$ cat src/rtl/bss_pkg.sv
// Shared types and the run-limit constant for the bit-stuffing serializer.
package bss_pkg;

	localparam logic [2:0] RUN_LIMIT = 3'd5;

	typedef struct packed {
		logic [7:0] data_byte;
		logic       first_byte;
		logic       final_byte;
	} in_item_t;

	typedef struct packed {
		logic line_bit;
		logic stuffed;
		logic run_end;
	} out_item_t;

	typedef struct packed {
		logic load;
		logic emit_lead;
		logic emit_data;
		logic emit_stuff;
		logic stuff_last;
	} ctrl_cmd_t;

	typedef struct packed {
		logic out_free;
		logic bit_last;
		logic stuff_need;
		logic first_in;
	} dp_stat_t;

endpackage

$ cat src/rtl/bit_stuffing_serializer.sv
// Top level of the bit-stuffing serializer: sequencer plus datapath.
//
//  channel | signals                          | direction
//  --------+----------------------------------+----------
//  input   | in_valid, in_ready, in_item      | byte in
//  output  | out_valid, out_ready, out_item   | line bit out
//
// Each byte is taken in the idle state, then sent at one line bit per cycle while
// the output is not stalled: 8 bits, 9 for a first byte, up to 10 for a middle
// byte with stuffing.
// The bit sequencer is the limit; in_ready is high only while it is idle.
// A stalled output register holds the sequencer in place.
// Reset clears the sequencer, the ones run and the output valid flag.
module bit_stuffing_serializer
	import bss_pkg::*;
(
	input  logic      clk,
	input  logic      arst_n,
	input  logic      in_valid,
	output logic      in_ready,
	input  in_item_t  in_item,
	output logic      out_valid,
	input  logic      out_ready,
	output out_item_t out_item
);

	ctrl_cmd_t cmd;
	dp_stat_t  stat;

	bss_ctrl u_ctrl (
		.clk      (clk),
		.arst_n   (arst_n),
		.in_valid (in_valid),
		.in_ready (in_ready),
		.stat     (stat),
		.cmd      (cmd)
	);

	bss_dp u_dp (
		.clk       (clk),
		.arst_n    (arst_n),
		.in_item   (in_item),
		.cmd       (cmd),
		.stat      (stat),
		.out_valid (out_valid),
		.out_ready (out_ready),
		.out_item  (out_item)
	);

endmodule

$ cat src/rtl/bss_ctrl.sv
// Sequencer for the bit-stuffing serializer: lead bit, data bits, stuffed zeros.
module bss_ctrl
	import bss_pkg::*;
(
	input  logic       clk,
	input  logic       arst_n,
	input  logic       in_valid,
	output logic       in_ready,
	input  dp_stat_t   stat,
	output ctrl_cmd_t  cmd
);

	localparam logic [2:0] ST_IDLE      = 3'd0;
	localparam logic [2:0] ST_LEAD      = 3'd1;
	localparam logic [2:0] ST_DATA      = 3'd2;
	localparam logic [2:0] ST_STUFF_MID = 3'd3;
	localparam logic [2:0] ST_STUFF_END = 3'd4;

	logic [2:0] state_q;
	logic [2:0] state_next;

	assign in_ready = (state_q == ST_IDLE);

	always_comb begin
		cmd        = '0;
		state_next = state_q;
		unique case (state_q)
			ST_IDLE: begin
				if (in_valid) begin
					cmd.load   = 1'b1;
					state_next = stat.first_in ? ST_LEAD : ST_DATA;
				end
			end
			ST_LEAD: begin
				if (stat.out_free) begin
					cmd.emit_lead = 1'b1;
					state_next    = ST_DATA;
				end
			end
			ST_DATA: begin
				if (stat.out_free) begin
					cmd.emit_data = 1'b1;
					if (stat.stuff_need) begin
						state_next = stat.bit_last ? ST_STUFF_END : ST_STUFF_MID;
					end else if (stat.bit_last) begin
						state_next = ST_IDLE;
					end
				end
			end
			ST_STUFF_MID: begin
				if (stat.out_free) begin
					cmd.emit_stuff = 1'b1;
					state_next     = ST_DATA;
				end
			end
			ST_STUFF_END: begin
				if (stat.out_free) begin
					cmd.emit_stuff = 1'b1;
					cmd.stuff_last = 1'b1;
					state_next     = ST_IDLE;
				end
			end
			default: begin
				state_next = ST_IDLE;
			end
		endcase
	end

	always_ff @(posedge clk or negedge arst_n) begin
		if (!arst_n) begin
			state_q <= ST_IDLE;
		end else begin
			state_q <= state_next;
		end
	end

`ifndef SYNTHESIS
	a_stuff_after_data: assert property (@(posedge clk) disable iff (!arst_n)
		(state_q == ST_STUFF_MID || state_q == ST_STUFF_END) |->
		($past(state_q) == ST_DATA || $past(state_q) == state_q))
		else $error("stuff state not entered from data state");

	a_lead_after_load: assert property (@(posedge clk) disable iff (!arst_n)
		(cmd.load && stat.first_in) |=> (state_q == ST_LEAD))
		else $error("first item did not start with lead bit");
`endif

endmodule

$ cat src/rtl/bss_dp.sv
// Datapath: byte shifter, bit counter, ones-run counter and output register.
module bss_dp
	import bss_pkg::*;
(
	input  logic       clk,
	input  logic       arst_n,
	input  in_item_t   in_item,
	input  ctrl_cmd_t  cmd,
	output dp_stat_t   stat,
	output logic       out_valid,
	input  logic       out_ready,
	output out_item_t  out_item
);

	logic [7:0] data_q;
	logic [2:0] cnt_q;
	logic       middle_q;
	logic [2:0] ones_run_q;
	out_item_t  out_q;
	logic       out_valid_q;

	logic [2:0] run_inc;
	logic       emit;

	assign run_inc = data_q[7] ? ones_run_q + 3'd1 : 3'd0;
	assign emit    = cmd.emit_lead | cmd.emit_data | cmd.emit_stuff;

	assign stat.out_free   = !out_valid_q || out_ready;
	assign stat.bit_last   = (cnt_q == 3'd7);
	assign stat.stuff_need = middle_q && (run_inc == RUN_LIMIT);
	assign stat.first_in   = in_item.first_byte;

	assign out_valid = out_valid_q;
	assign out_item  = out_q;

	always_ff @(posedge clk or negedge arst_n) begin
		if (!arst_n) begin
			cnt_q       <= '0;
			middle_q    <= 1'b0;
			ones_run_q  <= '0;
			out_valid_q <= 1'b0;
		end else begin
			if (emit) begin
				out_valid_q <= 1'b1;
			end else if (out_ready) begin
				out_valid_q <= 1'b0;
			end
			if (cmd.load) begin
				cnt_q    <= '0;
				middle_q <= !in_item.first_byte && !in_item.final_byte;
				if (in_item.first_byte) begin
					ones_run_q <= '0;
				end
			end else if (cmd.emit_data) begin
				cnt_q <= cnt_q + 3'd1;
				if (middle_q) begin
					ones_run_q <= stat.stuff_need ? 3'd0 : run_inc;
				end
			end
		end
	end

	always_ff @(posedge clk) begin
		if (cmd.load) begin
			data_q <= in_item.data_byte;
		end else if (cmd.emit_data) begin
			data_q <= {data_q[6:0], 1'b0};
		end
		if (cmd.emit_lead) begin
			out_q <= '{line_bit: 1'b1, stuffed: 1'b0, run_end: 1'b0};
		end else if (cmd.emit_data) begin
			out_q <= '{line_bit: data_q[7], stuffed: 1'b0,
				run_end: stat.bit_last && !stat.stuff_need};
		end else if (cmd.emit_stuff) begin
			out_q <= '{line_bit: 1'b0, stuffed: 1'b1, run_end: cmd.stuff_last};
		end
	end

`ifndef SYNTHESIS
	a_run_bound: assert property (@(posedge clk) disable iff (!arst_n)
		ones_run_q <= 3'd4)
		else $error("ones run exceeded four");

	a_stuff_zero: assert property (@(posedge clk) disable iff (!arst_n)
		(out_valid_q && out_q.stuffed) |-> !out_q.line_bit)
		else $error("stuffed bit is not zero");
`endif

endmodule

$ cat config.mk
export PLATFORM = sky130hd
export DESIGN_NAME = bit_stuffing_serializer
export DESIGN_NICKNAME = d
export VERILOG_FILES = /design/src/rtl/bss_pkg.sv /design/src/rtl/bit_stuffing_serializer.sv /design/src/rtl/bss_ctrl.sv /design/src/rtl/bss_dp.sv
export SDC_FILE = /design/constraint.sdc
export NUM_CORES = 1
export LEC_CHECK = 0
export BUFFER_PORTS_ARGS = -buffer_cell sky130_fd_sc_hd__buf_4
export CORE_UTILIZATION = 54
export CTS_CLUSTER_DIAMETER = 40
export CTS_CLUSTER_SIZE = 8
export DETAILED_ROUTE_END_ITERATION = 10
export PLACE_DENSITY = 0.77
export RECOVER_POWER = 25
export SYNTH_ARGS = -nofsm -noshare
export SYNTH_HDL_FRONTEND = slang
export SYNTH_SLANG_ARGS = --single-unit
export TNS_END_PERCENT = 1
$ cat constraint.sdc
create_clock -name clk -period 2.1 [get_ports clk]
set_input_delay 0.525 -clock clk [delete_from_list [all_inputs] [get_ports clk]]
set_output_delay 0.525 -clock clk [all_outputs]
set_load 0.03 [all_outputs]
==> results.py <==
metrics = {
    "status": {
        "outcome": "complete, no violations",
    },
    "grt": {
        "gr-total-overflow": 0,
        "grt_max_degree": 14,
        "grt_pass1_wl_um": 3370,
        "grt_pass1_vias": 747,
        "grt_antenna_before_repair": 0,
        "track_usage_pct": 22.0,
    },
    "power": {
        "vdd_drop_max_v": 0.00100,
        "net-switching-power_uw": 704,
        "powerDensity_mw_per_mm2": 1370,
        "p_leak_uw": 0.000580,
        "power.internal_uw": 1050,
        "p_seq_share_pct": 46.9,
        "swShare_pct": 40.0,
        "report.power.total_uw": 1760,
        "pwr-share-comb_pct": 41.6,
        "clock_power_share_pct": 11.5,
    },
    "sta": {
        "drv_slew": 0,
        "min_period_over_period_pct": 89.2,
        "setup_viol_count_final": 0,
        "worst_clock_skew_ps": 1.75,
        "layout_min_cycle_time_ps": 1870,
        "setup-tns-final_ps": 0,
        "hold_viol_final": 0,
        "tightest_slew_ps": 626,
        "fmax_mhz": 534,
        "rsz0062_at_grt": "false",
        "max_slew_margin_pct": 58.3,
    },
    "die": {
        "coreArea_mm2": 0.00196,
        "dieArea_mm2": 0.00229,
        "fp.dieH_um": 47.8,
        "rows": 16,
        "die_w_um": 47.8,
        "pin_count": 19,
        "initial_core_util_pct": 57.8,
    },
    "route": {
        "wl_um": 2110,
        "postRouteAntennaNets": 0,
        "routedWlPerCell_um": 13.3,
        "via_per_inst": 5.38,
        "drc": 0,
        "vias": 850,
        "drt_first_iter_violations": 14,
        "drt_pass1_iterations": 4,
    },
    "placement": {
        "place_congestion": 0.849,
        "portBuffers": 18,
        "post-dp-hpwl_um": 1590,
        "placed_area_mm2": 0.00126,
    },
    "clock_tree": {
        "numCtsBuffers": 3,
        "cts_tree": "done",
        "clk_pin_slew_ps": 120,
        "clock_latency_ps": 310,
        "cts_hold_buffers": 0,
        "post_cts_resized": 0,
        "cts.htree.levels": 1,
        "numClockSinks": 22,
        "post_cts_buffers": 0,
        "ctsRootBufferMaster": "clkbuf_4",
        "cts.path.max_buffers": 2,
    },
    "critical_path": {
        "critical_path_arrival_ps": 1350,
        "crit_fanout": 11,
        "cp-end-kind": "output port",
        "r2r-end": "u_dp.data_q[2]",
        "reg2reg_from": "u_ctrl.state_q[2]",
        "reg2reg_slack_ps": 240,
        "critPathRequiredTime_ps": 1570,
        "reg2reg_depth": 3,
        "crit_type": "reg -> out",
        "startpoint": "u_ctrl.state_q[2]",
        "crit_end": "in_ready",
        "crit_path_start_kind": "register",
    },
    "layout": {
        "final_layout_size_suffix_gt1_share_pct": 20.6,
        "ff_latch_area_um2": 576,
        "area_delta_synth_final_pct": 13.2,
        "mostFrequentLayoutCell": "nand2_1",
        "multi_input_comb_area_um2": 494,
        "fill_cells": 176,
        "num_antenna_cells": 0,
        "nNetsFinal": 149,
        "stdcell_area_mm2": 0.00128,
        "final_cell_mix": "nand2_1 (28), buf_4 (17), dfrtp_1 (11)",
    },
    "synth": {
        "yosysUniqueCellTypes": 39,
        "avgSynthCellArea_um2": 9.94,
        "syn-instance-count": 114,
        "synth_fp_nets": 131,
        "ys_seq_area_share_pct": 50.8,
        "ys.flop_type": "dfrtp_1",
        "ys_seq_elements": 22,
        "yosysWarnings": 0,
        "synth_edf_count": 8,
        "async_reset_ff_share_pct": 50.0,
        "netlist_area_mm2": 0.00113,
    },
    "worst_hold_path": {
        "hp-class": "in -> async",
    },
    "flow_run": {
        "drv_cap": 0,
    },
}
## routing by layer
metal / global-route usage [%] / vias up / wire length, µm
li1: - / 437 / -
met1: 30.9 / 396 / 1040
met2: 34.3 / 15 / 1000
met3: 4.53 / 2 / 52
met4: 6.67 / 0 / 14
met5: 0 / - / 0
## cells in the mapped netlist (2+ instances only)
library cell / n / area, µm²
nor2b_1: 3 / 18.8
nand3_1: 2 / 10.0
edfxtp_1: 8 / 240
nor3_1: 3 / 15.0
nor2_1: 5 / 18.8
ha_1: 3 / 37.5
and3_1: 2 / 12.5
inv_1: 6 / 22.5
nand2b_1: 2 / 12.5
nand2_1: 28 / 105
buf_2: 3 / 15.0
nand3b_1: 2 / 15.0
o21ai_0: 7 / 35.0
dfxtp_1: 3 / 60.1
o311ai_1: 2 / 17.5
mux2_2: 2 / 22.5
dfrtp_1: 11 / 275
## flip-flops by register name (all words and copies together) (netlist names)
name and cells:
u_dp.ones_run_q 3, u_dp.data_q 8, u_dp.out_valid 1, u_dp.cnt_q 3, u_dp.middle_q 1, u_dp.out_item 3, u_ctrl.state_q 3
## cell families (layout without fill, tap and decap cells)
group / after synthesis / in the layout / synth area share (%)
and+or+nand+nor: 53 / 53 / 23.8
DFF: 22 / 22 / 50.8
muxes: 3 / 3 / 2.87
buffers and inverters: 11 / 28 / 5.63
xor gates and xnor gates: 1 / 1 / 0.773
AOI/OAI and AO/OA: 21 / 21 / 12.8
adders and majority gates: 3 / 3 / 3.31
## final cells by class
type	count	area share, %
sequential	22	44.8
multi-input combinational	81	38.5
timing repair buffer	18	10.2
tap	27	2.63
clock buffer	3	1.75
inverter	6	1.75
clock inverter	1	0.292
## through the flow
stage / utilization, % / worst slack [ps] / cells / hold slack [ps]
2_1_floorplan: - / 397 / 114 / 229
3_3_place_gp: 64.3 / 349 / 154 / 370
3_5_place_dp: 64.3 / 267 / 154 / 370
4_1_cts: 65.6 / 228 / 158 / 23.6
5_1_grt: 65.4 / 107 / 158 / 256
6_report: 65.4 / 226 / 158 / 184
## worst max-delay path: stages (launching register included)
cell and delay, ps:
dfrtp_1 540, nor3_4 300, buf_4 200
## power by group through the flow
stage	sequential [µW]	combinational, µW	clock (µW)
2_1_floorplan	824	567	0
3_3_place_gp	825	710	0
3_5_place_dp	836	740	0
4_1_cts	825	743	203
5_1_grt	851	834	217
6_report	825	732	202
## how the worst min path moves through the flow
stage          startpoint                  to  slack [ps]
2_1_floorplan      arst_n   u_ctrl.state_q[0]         230
3_3_place_gp       arst_n  u_dp.ones_run_q[0]         370
3_5_place_dp       arst_n  u_dp.ones_run_q[2]         370
4_1_cts            arst_n  u_dp.ones_run_q[2]          20
5_1_grt            arst_n  u_dp.ones_run_q[2]         260
6_report           arst_n  u_dp.ones_run_q[2]         180
(Power assumes the default switching activity.)
